**config.mk**
```make
export PLATFORM = sky130hd
export DESIGN_NAME = stick_channel_scaler_flat
export DESIGN_NICKNAME = d
export VERILOG_FILES = /design/src/hdl/scs_pkg.sv /design/src/hdl/scs_req_if.sv /design/src/hdl/scs_rsp_if.sv /design/src/hdl/scs_divider.sv /design/src/hdl/stick_channel_scaler.sv /design/src/flat_wrapper.sv
export VERILOG_INCLUDE_DIRS = /design/src /design/src/hdl
export SDC_FILE = /design/constraint.sdc
export NUM_CORES = 1
export LEC_CHECK = 0
export BUFFER_PORTS_ARGS = -buffer_cell sky130_fd_sc_hd__buf_2
export CORE_ASPECT_RATIO = 0.6
export CORE_MARGIN = 2
export CORE_UTILIZATION = 65
export CTS_BUF_LIST = sky130_fd_sc_hd__clkbuf_16
export DETAILED_ROUTE_END_ITERATION = 16
export PLACE_DENSITY_LB_ADDON = 0.15
export SYNTH_ARGS = -nofsm -noshare
export SYNTH_HDL_FRONTEND = slang
export SYNTH_SLANG_ARGS = --single-unit
```
**constraint.sdc**
```tcl
create_clock -name clock -period 18.43 [get_ports clock]
set_input_delay 3.686 -clock clock [delete_from_list [all_inputs] [get_ports clock]]
set_output_delay 3.686 -clock clock [all_outputs]
set_load 0.03 [all_outputs]
```
**src/hdl/stick_channel_scaler_defines.svh**
```systemverilog
// Assertion macros for the stick channel scaler.
// Included by the top level, which checks its own sequencing; no other dependencies.
`ifndef STICK_CHANNEL_SCALER_DEFINES_SVH
`define STICK_CHANNEL_SCALER_DEFINES_SVH

`ifndef SYNTH
`define SCS_ASSERT_IMPLY(label, ante, cons, msg) \
   label: assert property (@(posedge clock) disable iff (reset) (ante) |-> (cons)) \
      else $error(msg);
`define SCS_ASSERT_NEXT(label, ante, cons, msg) \
   label: assert property (@(posedge clock) disable iff (reset) (ante) |=> (cons)) \
      else $error(msg);
`else
`define SCS_ASSERT_IMPLY(label, ante, cons, msg)
`define SCS_ASSERT_NEXT(label, ante, cons, msg)
`endif

`endif

```
**src/hdl/scs_pkg.sv**
```systemverilog
// Types, codes and fixed widths shared by the stick channel scaler.
// No dependencies; compiled before the interfaces and modules.
package scs_pkg;

   localparam int CHANNEL_W  = 3;
   localparam int SAMPLE_W   = 10;
   localparam int FUNC_W     = 2;
   localparam int WIDTH_W    = 12;
   localparam int PULSE_W    = 16;
   localparam int CAL_W      = 11;
   localparam int TRIM_W     = 8;
   localparam int DIVIDEND_W = 22;
   localparam int DIVISOR_W  = 10;
   localparam int DIV_CNT_W  = $clog2(DIVIDEND_W);
   localparam int CSR_ADDR_W = 4;
   localparam int CSR_DATA_W = 32;

   localparam logic [CAL_W-1:0]   LOWER_RESET = 11'd1024;
   localparam logic [WIDTH_W-1:0] MIN_RESET   = 12'd700;
   localparam logic [WIDTH_W-1:0] MAX_RESET   = 12'd1700;

   typedef logic [FUNC_W-1:0]    func_type;
   typedef logic [CHANNEL_W-1:0] channel_type;
   typedef logic [SAMPLE_W-1:0]  sample_type;
   typedef logic [PULSE_W-1:0]   pulse_type;

   localparam func_type FUNC_SAMPLE    = 2'd0;
   localparam func_type FUNC_TRIM_UP   = 2'd1;
   localparam func_type FUNC_TRIM_DOWN = 2'd2;

   typedef logic [1:0] reg_index_type;
   localparam reg_index_type REG_MIN_WIDTH = 2'd0;
   localparam reg_index_type REG_MAX_WIDTH = 2'd1;
   localparam reg_index_type REG_CAL_MODE  = 2'd2;

   typedef enum logic [2:0] {
      ST_IDLE,
      ST_MULT,
      ST_ABS,
      ST_DIV,
      ST_ADJ,
      ST_FINISH
   } state_type;

   typedef struct packed {
      logic                  start;
      logic [DIVIDEND_W-1:0] dividend;
      logic [DIVISOR_W-1:0]  divisor;
   } div_ctl_type;

   typedef struct packed {
      logic                  busy;
      logic                  done;
      logic [DIVIDEND_W-1:0] quotient;
      logic [DIVISOR_W-1:0]  remainder;
   } div_sts_type;

endpackage

```
**src/hdl/scs_req_if.sv**
```systemverilog
// Input channel of the stick channel scaler: one sample or trim key per transaction.
// Depends on scs_pkg for the payload types.
interface scs_req_if;
   import scs_pkg::*;

   logic        valid;
   logic        ready;
   func_type    func;
   channel_type channel;
   sample_type  sample;

   modport source (output valid, output func, output channel, output sample, input ready);
   modport sink (input valid, input func, input channel, input sample, output ready);
endinterface

```
**src/hdl/scs_rsp_if.sv**
```systemverilog
// Result channel of the stick channel scaler: one pulse width per transaction.
// Depends on scs_pkg for the payload types.
interface scs_rsp_if;
   import scs_pkg::*;

   logic        valid;
   logic        ready;
   channel_type out_channel;
   pulse_type   pulse_width_us;
   logic        range_error;

   modport source (output valid, output out_channel, output pulse_width_us,
                   output range_error, input ready);
   modport sink (input valid, input out_channel, input pulse_width_us,
                 input range_error, output ready);
endinterface

```
**src/hdl/scs_divider.sv**
```systemverilog
// Restoring unsigned divider, one quotient bit per clock.
// Depends on scs_pkg for the control and status structs.
module scs_divider (
   input  logic                 clock,
   input  logic                 reset,
   input  scs_pkg::div_ctl_type ctl,
   output scs_pkg::div_sts_type sts
);
   import scs_pkg::*;

   logic                  busy_ff;
   logic                  done_ff;
   logic [DIV_CNT_W-1:0]  cnt_ff;
   logic [DIVIDEND_W-1:0] quo_ff;
   logic [DIVISOR_W-1:0]  rem_ff;
   logic [DIVISOR_W-1:0]  den_ff;

   logic [DIVISOR_W:0]    shifted;
   logic [DIVISOR_W:0]    trial;
   logic                  fits;
   logic                  last;

   assign shifted = {rem_ff, quo_ff[DIVIDEND_W-1]};
   assign fits    = shifted >= {1'b0, den_ff};
   assign trial   = shifted - {1'b0, den_ff};
   assign last    = cnt_ff == DIV_CNT_W'(DIVIDEND_W - 1);

   always_ff @(posedge clock) begin
      if (reset) begin
         busy_ff <= 1'b0;
         done_ff <= 1'b0;
         cnt_ff  <= '0;
      end else begin
         done_ff <= busy_ff && last;
         if (ctl.start && !busy_ff) begin
            busy_ff <= 1'b1;
            cnt_ff  <= '0;
         end else if (busy_ff) begin
            cnt_ff <= cnt_ff + 1'b1;
            if (last) begin
               busy_ff <= 1'b0;
            end
         end
      end
   end

   always_ff @(posedge clock) begin
      if (ctl.start && !busy_ff) begin
         quo_ff <= ctl.dividend;
         rem_ff <= '0;
         den_ff <= ctl.divisor;
      end else if (busy_ff) begin
         quo_ff <= {quo_ff[DIVIDEND_W-2:0], fits};
         rem_ff <= fits ? trial[DIVISOR_W-1:0] : shifted[DIVISOR_W-1:0];
      end
   end

   assign sts = '{busy: busy_ff, done: done_ff, quotient: quo_ff, remainder: rem_ff};

endmodule

```
**src/hdl/stick_channel_scaler.sv**
```systemverilog
// Top level of the stick channel scaler: channel state, sequencer and register port.
// Depends on scs_pkg, scs_req_if, scs_rsp_if, scs_divider and the assertion macros.
//
// Each transaction carries an ADC sample or a trim key for one channel. Trim keys,
// calibration samples and items for channels beyond NUM_CHANNELS give no result. A
// sample outside calibrate mode is mapped to a pulse width with one multiply and a
// bit-serial divide of the 22-bit product magnitude: the divider's 22 steps set the
// pace, and the next transaction is taken only once the result is in the output
// register. With an empty calibration range the divide is skipped. The result sits
// in an output register, so a new transaction can start while it waits to be taken.
`include "stick_channel_scaler_defines.svh"

module stick_channel_scaler #(
   parameter int NUM_CHANNELS = 8,
   parameter int TRIM_MAX     = 100,
   parameter int TRIM_MIN     = 0
) (
   input  logic                           clock,
   input  logic                           reset,
   scs_req_if.sink                        req,
   scs_rsp_if.source                      rsp,
   input  logic                           csr_psel,
   input  logic                           csr_penable,
   input  logic                           csr_pwrite,
   input  logic [scs_pkg::CSR_ADDR_W-1:0] csr_paddr,
   input  logic [scs_pkg::CSR_DATA_W-1:0] csr_pwdata,
   output logic [scs_pkg::CSR_DATA_W-1:0] csr_prdata,
   output logic                           csr_pready
);
   import scs_pkg::*;

   localparam int CH_IDX_W = (NUM_CHANNELS > 1) ? $clog2(NUM_CHANNELS) : 1;
   localparam logic [TRIM_W-1:0] TRIM_HI = TRIM_W'(TRIM_MAX);
   localparam logic [TRIM_W-1:0] TRIM_LO = TRIM_W'(TRIM_MIN);

   // Register port.
   logic [WIDTH_W-1:0] min_width_ff;
   logic [WIDTH_W-1:0] max_width_ff;
   logic               cal_mode_ff;
   reg_index_type      csr_index;
   logic               csr_write;

   assign csr_pready = 1'b1;
   assign csr_index  = csr_paddr[3:2];
   assign csr_write  = csr_psel && csr_penable && csr_pwrite && csr_pready;

   always_ff @(posedge clock) begin
      if (reset) begin
         min_width_ff <= MIN_RESET;
         max_width_ff <= MAX_RESET;
         cal_mode_ff  <= 1'b0;
      end else if (csr_write) begin
         unique case (csr_index)
            REG_MIN_WIDTH: min_width_ff <= csr_pwdata[WIDTH_W-1:0];
            REG_MAX_WIDTH: max_width_ff <= csr_pwdata[WIDTH_W-1:0];
            REG_CAL_MODE:  cal_mode_ff  <= csr_pwdata[0];
            default: begin
            end
         endcase
      end
   end

   always_comb begin
      unique case (csr_index)
         REG_MIN_WIDTH: csr_prdata = CSR_DATA_W'(min_width_ff);
         REG_MAX_WIDTH: csr_prdata = CSR_DATA_W'(max_width_ff);
         REG_CAL_MODE:  csr_prdata = CSR_DATA_W'(cal_mode_ff);
         default:       csr_prdata = '0;
      endcase
   end

   // Sequencer.
   state_type   state_ff;
   state_type   state_in;
   logic        accept;
   logic        ch_ok;
   logic        rsp_free;
   div_ctl_type div_ctl;
   div_sts_type div_sts;

   logic [CH_IDX_W-1:0] req_idx;
   logic [CH_IDX_W-1:0] idx_ff;
   channel_type         ch_ff;
   sample_type          smp_ff;

   logic [CAL_W-1:0]  upper_ff [NUM_CHANNELS];
   logic [CAL_W-1:0]  lower_ff [NUM_CHANNELS];
   logic [TRIM_W-1:0] trim_ff  [NUM_CHANNELS];

   assign req_idx  = CH_IDX_W'(req.channel);
   assign ch_ok    = 32'(req.channel) < NUM_CHANNELS;
   assign accept   = req.valid && req.ready;
   assign rsp_free = !rsp.valid || rsp.ready;

   logic [CAL_W-1:0]  up_rd;
   logic [CAL_W-1:0]  lo_rd;
   logic [TRIM_W-1:0] trim_rd;
   logic [CAL_W-1:0]  span;
   logic              empty_range;

   assign up_rd       = upper_ff[idx_ff];
   assign lo_rd       = lower_ff[idx_ff];
   assign trim_rd     = trim_ff[idx_ff];
   assign span        = up_rd - lo_rd;
   assign empty_range = up_rd <= lo_rd;

   always_ff @(posedge clock) begin
      if (reset) begin
         state_ff <= ST_IDLE;
      end else begin
         state_ff <= state_in;
      end
   end

   always_comb begin
      state_in  = state_ff;
      req.ready = 1'b0;
      unique case (state_ff)
         ST_IDLE: begin
            req.ready = 1'b1;
            if (accept && ch_ok && req.func == FUNC_SAMPLE && !cal_mode_ff) begin
               state_in = ST_MULT;
            end
         end
         ST_MULT: begin
            state_in = empty_range ? ST_ADJ : ST_ABS;
         end
         ST_ABS: begin
            state_in = ST_DIV;
         end
         ST_DIV: begin
            if (div_sts.done) begin
               state_in = ST_ADJ;
            end
         end
         ST_ADJ: begin
            state_in = ST_FINISH;
         end
         ST_FINISH: begin
            if (rsp_free) begin
               state_in = ST_IDLE;
            end
         end
         default: begin
            state_in = ST_IDLE;
         end
      endcase
   end

   // Channel state: trim keys and calibration are applied when the transaction is taken.
   always_ff @(posedge clock) begin
      if (reset) begin
         for (int i = 0; i < NUM_CHANNELS; i++) begin
            upper_ff[i] <= '0;
            lower_ff[i] <= LOWER_RESET;
            trim_ff[i]  <= '0;
         end
      end else if (accept && ch_ok) begin
         unique case (req.func)
            FUNC_TRIM_UP: begin
               if (trim_ff[req_idx] >= TRIM_HI) begin
                  trim_ff[req_idx] <= TRIM_HI;
               end else begin
                  trim_ff[req_idx] <= trim_ff[req_idx] + 1'b1;
               end
            end
            FUNC_TRIM_DOWN: begin
               if (trim_ff[req_idx] != '0) begin
                  if (trim_ff[req_idx] - 1'b1 <= TRIM_LO) begin
                     trim_ff[req_idx] <= TRIM_LO;
                  end else begin
                     trim_ff[req_idx] <= trim_ff[req_idx] - 1'b1;
                  end
               end
            end
            FUNC_SAMPLE: begin
               if (cal_mode_ff) begin
                  if (upper_ff[req_idx] < CAL_W'(req.sample)) begin
                     upper_ff[req_idx] <= CAL_W'(req.sample);
                  end
                  if (lower_ff[req_idx] > CAL_W'(req.sample)) begin
                     lower_ff[req_idx] <= CAL_W'(req.sample);
                  end
               end
            end
            default: begin
            end
         endcase
      end
   end

   // Datapath.
   logic signed [CAL_W:0]       diff;
   logic signed [WIDTH_W:0]     trav;
   logic signed [24:0]          prod_ff;
   logic [24:0]                 prod_mag;
   logic [DIVISOR_W-1:0]        den_ff;
   logic [WIDTH_W:0]            base_ff;
   logic                        err_ff;
   logic                        neg_ff;
   logic signed [23:0]          step_ff;
   logic signed [24:0]          sum;
   logic [PULSE_W-1:0]          width_ff;
   logic [DIVIDEND_W+1:0]       quo_ext;

   assign diff     = $signed({2'b00, smp_ff}) - $signed({1'b0, lo_rd});
   assign trav     = $signed({1'b0, max_width_ff}) - $signed({1'b0, min_width_ff});
   assign prod_mag = prod_ff[24] ? 25'(-prod_ff) : 25'(prod_ff);
   assign quo_ext  = {2'b00, div_sts.quotient};
   assign sum      = $signed({12'b0, base_ff}) + $signed({step_ff[23], step_ff});

   assign div_ctl = '{start: state_ff == ST_ABS, dividend: prod_mag[DIVIDEND_W-1:0],
                      divisor: den_ff};

   always_ff @(posedge clock) begin
      if (accept) begin
         idx_ff <= req_idx;
         ch_ff  <= req.channel;
         smp_ff <= req.sample;
      end
      unique case (state_ff)
         ST_MULT: begin
            prod_ff <= diff * trav;
            den_ff  <= span[DIVISOR_W-1:0];
            err_ff  <= empty_range;
            base_ff <= {1'b0, min_width_ff} + (WIDTH_W + 1)'(trim_rd);
            step_ff <= '0;
         end
         ST_ABS: begin
            neg_ff <= prod_ff[24];
         end
         ST_DIV: begin
            if (div_sts.done) begin
               if (!neg_ff) begin
                  step_ff <= $signed(quo_ext);
               end else if (div_sts.remainder != '0) begin
                  step_ff <= $signed(~quo_ext);
               end else begin
                  step_ff <= $signed(-quo_ext);
               end
            end
         end
         ST_ADJ: begin
            if (sum < 0) begin
               width_ff <= '0;
            end else if (sum > 25'sd65535) begin
               width_ff <= '1;
            end else begin
               width_ff <= sum[PULSE_W-1:0];
            end
         end
         default: begin
         end
      endcase
   end

   scs_divider u_divider (
      .clock (clock),
      .reset (reset),
      .ctl   (div_ctl),
      .sts   (div_sts)
   );

   // Output register.
   logic        rsp_valid_ff;
   channel_type rsp_ch_ff;
   pulse_type   rsp_width_ff;
   logic        rsp_err_ff;

   always_ff @(posedge clock) begin
      if (reset) begin
         rsp_valid_ff <= 1'b0;
      end else if (state_ff == ST_FINISH && rsp_free) begin
         rsp_valid_ff <= 1'b1;
      end else if (rsp.ready) begin
         rsp_valid_ff <= 1'b0;
      end
   end

   always_ff @(posedge clock) begin
      if (state_ff == ST_FINISH && rsp_free) begin
         rsp_ch_ff    <= ch_ff;
         rsp_width_ff <= width_ff;
         rsp_err_ff   <= err_ff;
      end
   end

   assign rsp.valid          = rsp_valid_ff;
   assign rsp.out_channel    = rsp_ch_ff;
   assign rsp.pulse_width_us = rsp_width_ff;
   assign rsp.range_error    = rsp_err_ff;

   `SCS_ASSERT_IMPLY(a_start_when_free, div_ctl.start, !div_sts.busy, "divider started while busy")
   `SCS_ASSERT_IMPLY(a_done_in_div, div_sts.done, state_ff == ST_DIV, "divider done outside divide")
   `SCS_ASSERT_IMPLY(a_accept_div_idle, accept, !div_sts.busy, "transaction taken during divide")
   `SCS_ASSERT_NEXT(a_result_loaded, state_ff == ST_FINISH && rsp_free, rsp_valid_ff,
      "result not presented after finish")

endmodule
```
**src/flat_wrapper.sv**
```systemverilog
// flat-port wrapper written by rule: the top's interface ports become plain ports
module stick_channel_scaler_flat import scs_pkg::*;
#(
   parameter int NUM_CHANNELS = 8,
   parameter int TRIM_MAX     = 100,
   parameter int TRIM_MIN     = 0
)
  (clock, reset, csr_psel, csr_penable, csr_pwrite, csr_paddr, csr_pwdata, csr_prdata, csr_pready, req_valid, req_func, req_channel, req_sample, req_ready, rsp_valid, rsp_out_channel, rsp_pulse_width_us, rsp_range_error, rsp_ready);
  scs_req_if req_i ();
  scs_rsp_if rsp_i ();
  input  logic clock;
  input  logic reset;
  input  logic csr_psel;
  input  logic csr_penable;
  input  logic csr_pwrite;
  input  logic [scs_pkg::CSR_ADDR_W-1:0] csr_paddr;
  input  logic [scs_pkg::CSR_DATA_W-1:0] csr_pwdata;
  output logic [scs_pkg::CSR_DATA_W-1:0] csr_prdata;
  output logic csr_pready;
  input wire logic [$bits(req_i.valid)-1:0] req_valid;
  input wire logic [$bits(req_i.func)-1:0] req_func;
  input wire logic [$bits(req_i.channel)-1:0] req_channel;
  input wire logic [$bits(req_i.sample)-1:0] req_sample;
  output wire logic [$bits(req_i.ready)-1:0] req_ready;
  output wire logic [$bits(rsp_i.valid)-1:0] rsp_valid;
  output wire logic [$bits(rsp_i.out_channel)-1:0] rsp_out_channel;
  output wire logic [$bits(rsp_i.pulse_width_us)-1:0] rsp_pulse_width_us;
  output wire logic [$bits(rsp_i.range_error)-1:0] rsp_range_error;
  input wire logic [$bits(rsp_i.ready)-1:0] rsp_ready;
  assign req_i.valid = req_valid;
  assign req_i.func = req_func;
  assign req_i.channel = req_channel;
  assign req_i.sample = req_sample;
  assign req_ready = req_i.ready;
  assign rsp_valid = rsp_i.valid;
  assign rsp_out_channel = rsp_i.out_channel;
  assign rsp_pulse_width_us = rsp_i.pulse_width_us;
  assign rsp_range_error = rsp_i.range_error;
  assign rsp_i.ready = rsp_ready;
  stick_channel_scaler #(.NUM_CHANNELS(NUM_CHANNELS), .TRIM_MAX(TRIM_MAX), .TRIM_MIN(TRIM_MIN)) u_core (.clock(clock), .reset(reset), .req(req_i), .rsp(rsp_i), .csr_psel(csr_psel), .csr_penable(csr_penable), .csr_pwrite(csr_pwrite), .csr_paddr(csr_paddr), .csr_pwdata(csr_pwdata), .csr_prdata(csr_prdata), .csr_pready(csr_pready));
endmodule
```
Word-level counts from Yosys, hierarchy flattened
Memories as Yosys holds them, arrays and structs flattened. A register that Yosys moved wholly into a read port is not among the register bits.
Index checks and enable logic that the tools add are counted.

word-level totals
  logic and storage cells = 164
  flip-flop bits (word level) = 201
  RAM bits = 232
  memories = 3
  output and inout bits = 55
  bits of input ports = 58

memories
  name             words  width  rd ports  clocked after Yosys merged registers in  wr ports  line                        text
  u_core.lower_ff  8      11     2         1                                        8         stick_channel_scaler.sv:87  logic [CAL_W-1:0] lower_ff [NUM_CHANNELS];
  u_core.upper_ff  8      10     2         1                                        8         stick_channel_scaler.sv:86  logic [CAL_W-1:0] upper_ff [NUM_CHANNELS];
  u_core.trim_ff   8      8      2         1                                        8         stick_channel_scaler.sv:88  logic [TRIM_W-1:0] trim_ff [NUM_CHANNELS];

cells by class
  equality and inequality tests = 13
  muxes and demuxes = 72
  add/sub/neg operators = 11
  reduce and logical (&&, ||, !) cells = 29
  multiply operators = 1
  bitwise operators = 4
  $lt $le $gt $ge = 8

operator list
  operator                                               count
  two-way mux 24 bit                                     3
  two-way mux 22 bit                                     3
  case mux 24 bit (2 select lines)                       1
  two-way mux 1 bit                                      45
  case mux 12 bit (3 select lines)                       1
  two-way mux 8 bit                                      4
  two-way mux 3 bit                                      10
  adder 14 x 24 -> 25 bit                                1
  > comparator 25 x 17 -> 1 bit (second input constant)  1
  < comparator 25 x 1 -> 1 bit (second input constant)   1
  multiplier 12 x 13 -> 25 bit                           1
  negation 22 -> 24 bit                                  1
  inverter 22 -> 24 bit                                  1
  negation 22 bit                                        1
  two-way mux 10 bit                                     2
  subtractor 10 bit                                      2
  case mux 3 bit (6 select lines)                        1
  two-way mux 16 bit                                     1
  adder 12 x 8 -> 13 bit                                 1
  subtractor 12 x 12 -> 13 bit                           1
  subtractor 10 x 11 -> 12 bit                           1
  >= comparator 11 x 10 -> 1 bit                         1
  > comparator 11 x 10 -> 1 bit                          1
  <= comparator 11 bit                                   1
  other kinds (30)                                       52

Longest topological paths before layout
Gate-level depths: netlist of the first run.
An unclocked memory read counts as a cell.

  depth after elaboration = 13
  gate-level depth with buffers = 35
  mapped depth without buffers = 31

By module
A second synthesis of the first run with hierarchy kept.

unflattened totals
  cell total of the unflattened synthesis = 2702
  area total of the unflattened synthesis = 29737.3 um2

by module, submodules not included
  module                times used  cells each  seq. area each (um2)  area each (um2)
  stick_channel_scaler  1           2495        11160.7               27274.9
  scs_divider           1           207         1301.2                2462.4

Worst setup path before layout of the first run
No wires, ideal clock.

  kind = register -> register
  start = register (tool-made name)
  end = register u_core.prod_ff[15], data pin
  setup slack = 9809 ps
  clock period less this slack = 8621 ps
  path buffers = 4
  arrival = 8363 ps
  required time = 18172 ps
  stages on the path, launching flop included = 30
  setup time = 258 ps
  cells stage by stage = dfxtp_1 > clkbuf_1 > buf_1 > buf_1 > mux4_2 > mux2i_1 > ha_1 > nor2b_1 > o21ai_0 > a21boi_0 > o21ai_0 > a21oi_1 > o2111ai_1 > nor3b_1 > clkbuf_1 > nand2b_1 > fa_1 > fa_1 > inv_1 > fa_1 > fa_1 > inv_1 > fa_1 > inv_1 > ha_1 > o41ai_1 > o21bai_1 > a21o_1 > a21oi_1 > xnor2_1

RTL lines
  what                  line                         text
  to (signal assigned)  stick_channel_scaler.sv:223  prod_ff <= diff * trav;
  to (decl)             stick_channel_scaler.sv:195  logic signed [24:0] prod_ff;

==> impl_metrics.env, run 1 <==
export IMPL_syn_to_final_growth_pct=7.59
export IMPL_hold_path_class="reg -> reg"
export IMPL_pre_cts_ws_ns=8.15
export IMPL_ff2ff_path_depth=28
export IMPL_synthTopCellsByArea="edfxtp_1 38%, fa_1 10%, ha_1 5.9%"
export IMPL_crit_end="u_core.prod_ff[24]"
export IMPL_die_area_mm2=0.0476
export IMPL_synth_top_area_frac=0.380
export IMPL_postCtsSetupBuffers=0
export IMPL_critical_path_class="reg -> reg"
export IMPL_synth_mux_area_fraction=0.0783
export IMPL_firstDrtPassIters=6
export IMPL_synthAdderAreaFrac=0.164
export IMPL_io_buffers=69
export IMPL_postPlaceCellArea_mm2=0.0306
export IMPL_yosys_area_share_simple=0.145
export IMPL_worst_r2r_endpoint="u_core.prod_ff[24]"
export IMPL_setup_slack_ns=7.86
export IMPL_ys_seq_elements=434
export IMPL_synthCells=2746
export IMPL_cts_buffers_inserted=42
export IMPL_grt_max_degree=73
export IMPL_final_period_utilization=0.574
export IMPL_crit_path_end_kind="flop"
export IMPL_drv_slew=0
export IMPL_cts_resized=0
export IMPL_fin_crit_ns=10.57
export IMPL_cts_tree="yes"
export IMPL_drv_cap=0
export IMPL_initial_utilization=0.662
export IMPL_grtUsageTotal=0.355
export IMPL_slew_headroom=0.111
export IMPL_cp_slowest_cell="mux2i_1"
export IMPL_stdcell_area_mm2=0.0320
export IMPL_r2r_slack_ns=7.86
export IMPL_hpwl_um=58700
export IMPL_vias_per_cell=6.59
export IMPL_synth_compound_gate_area_share=0.0975
export IMPL_drive_above_1_share=0.119
export IMPL_ys_seq_area_frac=0.419
export IMPL_synth_top_cell_by_area="edfxtp_1"
export IMPL_die_y_um=170
export IMPL_num_vias=22300
export IMPL_synth_top_family_by_area="adder cells"
export IMPL_clkTransAtPathRegs_ns=0.07
export IMPL_hold_start="u_core.den_ff[1]"
export IMPL_cts_root_buffer="clkbuf_16"
export IMPL_ctsHtreeMaxLevel=2
export IMPL_drc=0
export IMPL_cts_hold_buf=0
export IMPL_critical_path_max_stage_delay_ns=0.76
export IMPL_fin_nets=3111
export IMPL_cp_max_fo=36
export IMPL_fillCellCount=3121
export IMPL_routabilityCongestion=0.979
export IMPL_avgRoutedWirePerCell_um=24.3
export IMPL_yosys_warnings=0
export IMPL_setup_tns_ns=0
export IMPL_ant_nets=0
export IMPL_clock_skew_ns=0.0150
export IMPL_multi_input_area_mm2=0.0157
export IMPL_dieWidth_um=280
export IMPL_wl_um=82100
export IMPL_clock_sinks=434
export IMPL_postSynthAreaPerCell_um2=10.8
export IMPL_seq_area_mm2=0.0125
export IMPL_async_flop_share=0
export IMPL_status="finished, final reports clean"
export IMPL_clock_path_buffers=3
export IMPL_drt_iter0_drc=2683
export IMPL_clock_latency_ns=0.57
export IMPL_core_rowCount=60
export IMPL_synth_xor_area_frac=0.0374
export IMPL_fmax_mhz=94.6
export IMPL_start_kind="flop"
export IMPL_path_common_cell="fa_1"
export IMPL_ios=113
export IMPL_worstMarginPinSlew_ns=1.33
export IMPL_overflow=0
export IMPL_required_ns=18.71
export IMPL_synth_area_mm2=0.0298
export IMPL_synth_cell_type_count=84
export IMPL_holdWs_ns=0.418
export IMPL_synth_top_flop_cell="edfxtp_1"
export IMPL_hold_viol_final=0
export IMPL_rsz0062_at_grt="no"
export IMPL_grt_pass1_wl_um=128000
export IMPL_setup_viol=0
export IMPL_synth_edf_count=377
export IMPL_grt_pass1_vias=22600
export IMPL_core_region_area_mm2=0.0450
export IMPL_crit_arrival_ns=10.86
export IMPL_antenna_found_initial=1
-- routing by layer --
metal | vias up | routed length [um] | global-route usage
li1 | 9765 | - | -
met1 | 10900 | 33900 | 0.522
met2 | 1397 | 34300 | 0.500
met3 | 199 | 11800 | 0.121
met4 | 0 | 2090 | 0.103
met5 | - | 0 | 0
-- area by class of cell --
type / count / share of cell area
Antenna cell: 2 / 0.000156
Clock buffer: 44 / 0.0344
Clock inverter: 34 / 0.00958
Inverter: 269 / 0.0315
Multi-Input combinational cell: 1892 / 0.490
Sequential cell: 434 / 0.389
Tap cell: 589 / 0.0230
Timing Repair Buffer: 118 / 0.0223
-- worst max-delay path: cells and delay by family, from the launching register on --
family,cells,cell delay (ns)
AO/OA/AOI/OAI,10,1.87
XOR/XNOR,1,0.47
adder cells (fa/ha/maj),7,3.33
buffers and inverters,3,0.83
flip-flops,1,0.65
multiplexers,3,1.93
AND/OR/NAND/NOR,4,1.15
-- flip-flops by register name, summed over array words and instances, names as in the netlist, 3 cells and up, named ones only --
name / flops
u_core.den_ff: 10
u_core.lower_ff: 88
u_core.state_ff: 3
u_core.upper_ff: 80
u_core.idx_ff: 3
u_core.trim_ff: 64
u_core.step_ff: 24
u_core.u_divider.quo_ff: 22
u_core.base_ff: 13
u_core.rsp.out_channel: 3
u_core.max_width_ff: 12
u_core.rsp.pulse_width_us: 16
u_core.min_width_ff: 12
u_core.u_divider.rem_ff: 10
u_core.u_divider.cnt_ff: 5
u_core.smp_ff: 10
u_core.prod_ff: 23
u_core.width_ff: 16
u_core.u_divider.den_ff: 10
-- how the worst min path moves through the flow --
stage	endpoint	slack, ns	cells past startpoint
3_5_place_dp	u_core.u_divider.den_ff[1]	0.40	0
3_3_place_gp	u_core.u_divider.den_ff[3]	0.40	0
2_1_floorplan	u_core.rsp.pulse_width_us[0]	0.40	0
4_1_cts	u_core.u_divider.den_ff[1]	0.42	0
5_1_grt	u_core.u_divider.den_ff[2]	0.42	0
6_report	u_core.u_divider.den_ff[1]	0.42	0
-- logic make-up (layout without fill, tap and decap cells) --
logic type,Yosys count,count (layout)
flip-flops,434,434
AND/OR/NAND/NOR,877,877
buffers and inverters,439,465
adder cells (fa/ha/maj),296,296
XOR/XNOR,127,127
multiplexers,151,151
other,2,23
AO/OA/AOI/OAI,420,420
-- through the flow --
step	cells	utilization
global placement	3302	0.681
detailed placement	3302	0.681
CTS	3380	0.712
finish	3382	0.712
floorplan	2765	-
global route	3381	0.712
-- placed cells by master (no fill, tap or decap), types with 34 or more instances in the layout --
cell / n
edfxtp_1: 377
inv_1: 271
nor2_1: 233
nand2_1: 202
fa_1: 155
ha_1: 141
nor3_1: 95
a21oi_1: 82
o21ai_0: 80
a22oi_1: 77
xnor2_1: 70
buf_2: 69
nor4_1: 68
mux4_2: 62
and2_1: 59
xor2_1: 57
mux2i_1: 55
dfxtp_1: 55
buf_4: 49
nand2b_1: 45
clkbuf_16: 44
nor2b_1: 38
mux2_2: 34
-- cell usage after synthesis (12+ instances only) --
master,number
edfxtp_1,377
inv_1,265
nor2_1,235
nand2_1,202
fa_1,155
ha_1,141
clkbuf_1,123
nor3_1,98
a21oi_1,82
o21ai_0,80
a22oi_1,77
xnor2_1,70
nor4_1,68
mux4_2,62
and2_1,59
dfxtp_1,57
xor2_1,57
mux2i_1,55
nand2b_1,45
nor2b_1,39
mux2_2,34
nand3_1,28
nand4_1,27
a21o_1,23
buf_4,23
or2_2,18
buf_2,15
o21a_1,14
o31ai_1,13
or3_1,13
a211o_1,12
o21bai_1,12
Power of run 1 is not shown: default switching activity piles up to over one toggle a cycle in this logic, so the estimate is an artifact.
==> run 2: changes to the inputs <==
--- a/config.mk
+++ b/config.mk
@@ -6,10 +6,11 @@
 export SDC_FILE = /design/constraint.sdc
 export NUM_CORES = 1
 export LEC_CHECK = 0
+export ABC_AREA = 1
 export BUFFER_PORTS_ARGS = -buffer_cell sky130_fd_sc_hd__buf_2
 export CORE_ASPECT_RATIO = 0.6
 export CORE_MARGIN = 2
-export CORE_UTILIZATION = 65
+export CORE_UTILIZATION = 64
 export CTS_BUF_LIST = sky130_fd_sc_hd__clkbuf_16
 export DETAILED_ROUTE_END_ITERATION = 16
 export PLACE_DENSITY_LB_ADDON = 0.15
==> constraint.sdc (replaced) <==
create_clock -name clock -period 10.52 [get_ports clock]
set_input_delay 2.104 -clock clock [delete_from_list [all_inputs] [get_ports clock]]
set_output_delay 2.104 -clock clock [all_outputs]
set_load 0.03 [all_outputs]
==> run 2 against run 1 <==
Effect of this change:
- global-route usage is 0.95 points lower
- critical endpoint is now u_core.prod_ff[18]
- clock-buffer cell count is the same
- critical path depth up 4
- clock skew up 0.0055 ns
- final cell count is 22% higher
- worst hold slack worse by 0.010 ns
- die area grew 2.5%
- worst setup slack got worse by 6.5 ns
- design area about the same
- area after synthesis increased by 0.93%
- core utilization decreased by 2.0 points
- flip-flop and latch count did not move
- critical path type unchanged
==> impl_metrics.env, run 2 <==
export IMPL_status="finished, final reports clean"
export IMPL_overflow=0
export IMPL_synth_top_flop_cell="edfxtp_1"
export IMPL_async_flop_share=0
export IMPL_hpwl_um=63100
export IMPL_drv_cap=0
export IMPL_synthTopCellsByCount="584 x nand2_1, 486 x inv_1, 446 x nor2_1"
export IMPL_setup_tns_ns=0
export IMPL_postSynthAreaPerCell_um2=8.69
export IMPL_clock_latency_ns=0.57
export IMPL_postCtsSetupBuffers=0
export IMPL_drv_slew=0
export IMPL_syn_to_final_growth_pct=6.69
export IMPL_fin_nets=3813
export IMPL_die_y_um=172
export IMPL_start_kind="flop"
export IMPL_critical_path_class="reg -> reg"
export IMPL_cts_root_buffer="clkbuf_16"
export IMPL_cp_max_fo=76
export IMPL_yosys_warnings=0
export IMPL_grt_max_degree=77
export IMPL_fmax_mhz=109
export IMPL_firstDrtPassIters=6
export IMPL_mostFrequentLayoutCells="584 x nand2_1, 491 x inv_1, 443 x nor2_1"
export IMPL_synth_edf_count=377
export IMPL_final_period_utilization=0.875
export IMPL_synth_area_mm2=0.0300
export IMPL_layout_commonest_cell="nand2_1"
export IMPL_yosysMostFrequentCell="nand2_1"
export IMPL_slew_headroom=0.176
export IMPL_crit_path_end_kind="flop"
export IMPL_ys_seq_area_frac=0.415
export IMPL_wl_um=84400
export IMPL_diodes=0
export IMPL_synth_top_cell_by_area="edfxtp_1"
export IMPL_cts_buffers_inserted=43
export IMPL_grt_pass1_wl_um=130000
export IMPL_initial_utilization=0.648
export IMPL_setup_viol=0
export IMPL_cts_resized=0
export IMPL_antenna_found_initial=1
export IMPL_yosys_area_share_simple=0.173
export IMPL_routabilityCongestion=0.961
export IMPL_ios=113
export IMPL_cp_slowest_cell="buf_4"
export IMPL_crit_arrival_ns=9.50
export IMPL_required_ns=10.82
export IMPL_fin_crit_ns=9.21
export IMPL_drive_above_1_share=0.0662
export IMPL_drt_iter0_drc=3910
export IMPL_setup_slack_ns=1.31
export IMPL_critical_path_max_stage_delay_ns=0.62
export IMPL_clock_sinks=434
export IMPL_synth_top_family_by_area="simple AND/OR/NAND/NOR gates"
export IMPL_worstMarginPinSlew_ns=1.23
export IMPL_grtUsageTotal=0.345
export IMPL_synth_xor_area_frac=0.0300
export IMPL_core_rowCount=61
export IMPL_postPlaceCellArea_mm2=0.0307
export IMPL_cts_hold_buf=0
export IMPL_vias_per_cell=6.15
export IMPL_stdcell_area_mm2=0.0320
export IMPL_clock_path_buffers=3
export IMPL_rsz0062_at_grt="no"
export IMPL_die_area_mm2=0.0487
export IMPL_synth_compound_gate_area_share=0.129
export IMPL_num_vias=25300
export IMPL_grt_pass1_vias=23500
export IMPL_hold_path_class="reg -> reg"
export IMPL_ctsHtreeMaxLevel=2
export IMPL_regMostFlops="u_core.lower_ff"
export IMPL_core_region_area_mm2=0.0463
export IMPL_largest_reg_flops=88
export IMPL_avgRoutedWirePerCell_um=20.5
export IMPL_io_buffers=69
export IMPL_synth_top_area_frac=0.377
export IMPL_synth_mux_area_fraction=0
export IMPL_dieWidth_um=284
export IMPL_synthCells=3455
export IMPL_ant_nets=0
export IMPL_synthTopCellsByArea="edfxtp_1 38%, fa_1 10%, nand2_1 7.3%"
export IMPL_drc=0
export IMPL_hold_viol_final=0
export IMPL_clkTransAtPathRegs_ns=0.07
export IMPL_cts_tree="yes"
export IMPL_fillCellCount=3666
export IMPL_synth_cell_type_count=62
export IMPL_synthAdderAreaFrac=0.162
export IMPL_reg_top3="u_core.lower_ff (88), u_core.upper_ff (80), u_core.trim_ff (64)"
export IMPL_ys_seq_elements=434
export IMPL_pre_cts_ws_ns=1.63
export IMPL_post_route_util=0.692
export IMPL_clock_skew_ns=0.0205
export IMPL_path_common_cell="a21oi_1"
-- run 2: cell count changes in the layout (fill, tap and decap cells not counted), moves of 63 or more --
cell	before	now
inv_1	271	491
nand3_1	28	100
a21oi_1	82	240
a22oi_1	77	14
nand2_1	202	584
nor2_1	233	443
nor3_1	95	29
o21ai_0	80	310
nor4_1	68	4
-- run 2: area by class of cell --
type / instances / area [um2] / share of cell area
Clock buffer: 44 / 1100 / 0.0344
Sequential cell: 434 / 12500 / 0.389
Clock inverter: 34 / 260 / 0.00812
Tap cell: 630 / 788 / 0.0246
Timing Repair Buffer: 99 / 571 / 0.0178
Inverter: 514 / 1930 / 0.0602
Multi-Input combinational cell: 2367 / 14900 / 0.466
-- run 2: routing by layer --
metal  global-route usage  part of all wire  up-vias  routed length (um)
met2                0.466              0.39     1797               32900
met1                0.532              0.43    11900               36200
met3                0.102              0.15      205               13000
li1                     -                 -    11400                   -
met4                0.103             0.028        0                2340
met5                    0                 0        -                   0
-- run 2: worst paths after layout --
path                                                      to                from  cells after the start  slack [ns]
worst max-delay path                      u_core.prod_ff[18]                flop                     32        1.31
worst min-delay path            u_core.rsp.pulse_width_us[2]  u_core.width_ff[2]                      0        0.41
worst max register to register            u_core.prod_ff[18]                flop                     32        1.31
worst min register to register  u_core.rsp.pulse_width_us[2]  u_core.width_ff[2]                      0        0.41
-- run 2: metrics by stage --
stage	instances	hold slack (ns)
floorplan	3474	0.400
global placement	4044	0.401
detailed placement	4044	0.405
CTS	4122	0.416
global route	4122	0.421
finish	4122	0.408
-- run 2: critical path: cells and delay by family, from the launching register on --
family | cells | cell delay [ns]
compound gates | 12 | 2.17
simple gates | 5 | 1.07
buf+inv | 7 | 1.78
flops | 1 | 0.34
xor+xnor | 1 | 0.17
fa+ha+maj | 7 | 3.29
-- run 2: cell families (layout without fill, tap and decap cells) --
group / Yosys count / count (layout)
AO/OA/AOI/OAI: 693 / 693
adder cells (fa/ha/maj): 296 / 296
AND/OR/NAND/NOR: 1254 / 1254
buffers and inverters: 673 / 691
flip-flops: 434 / 434
XOR/XNOR: 103 / 103
other: 2 / 21
Power of run 2 is left out for the same reason.
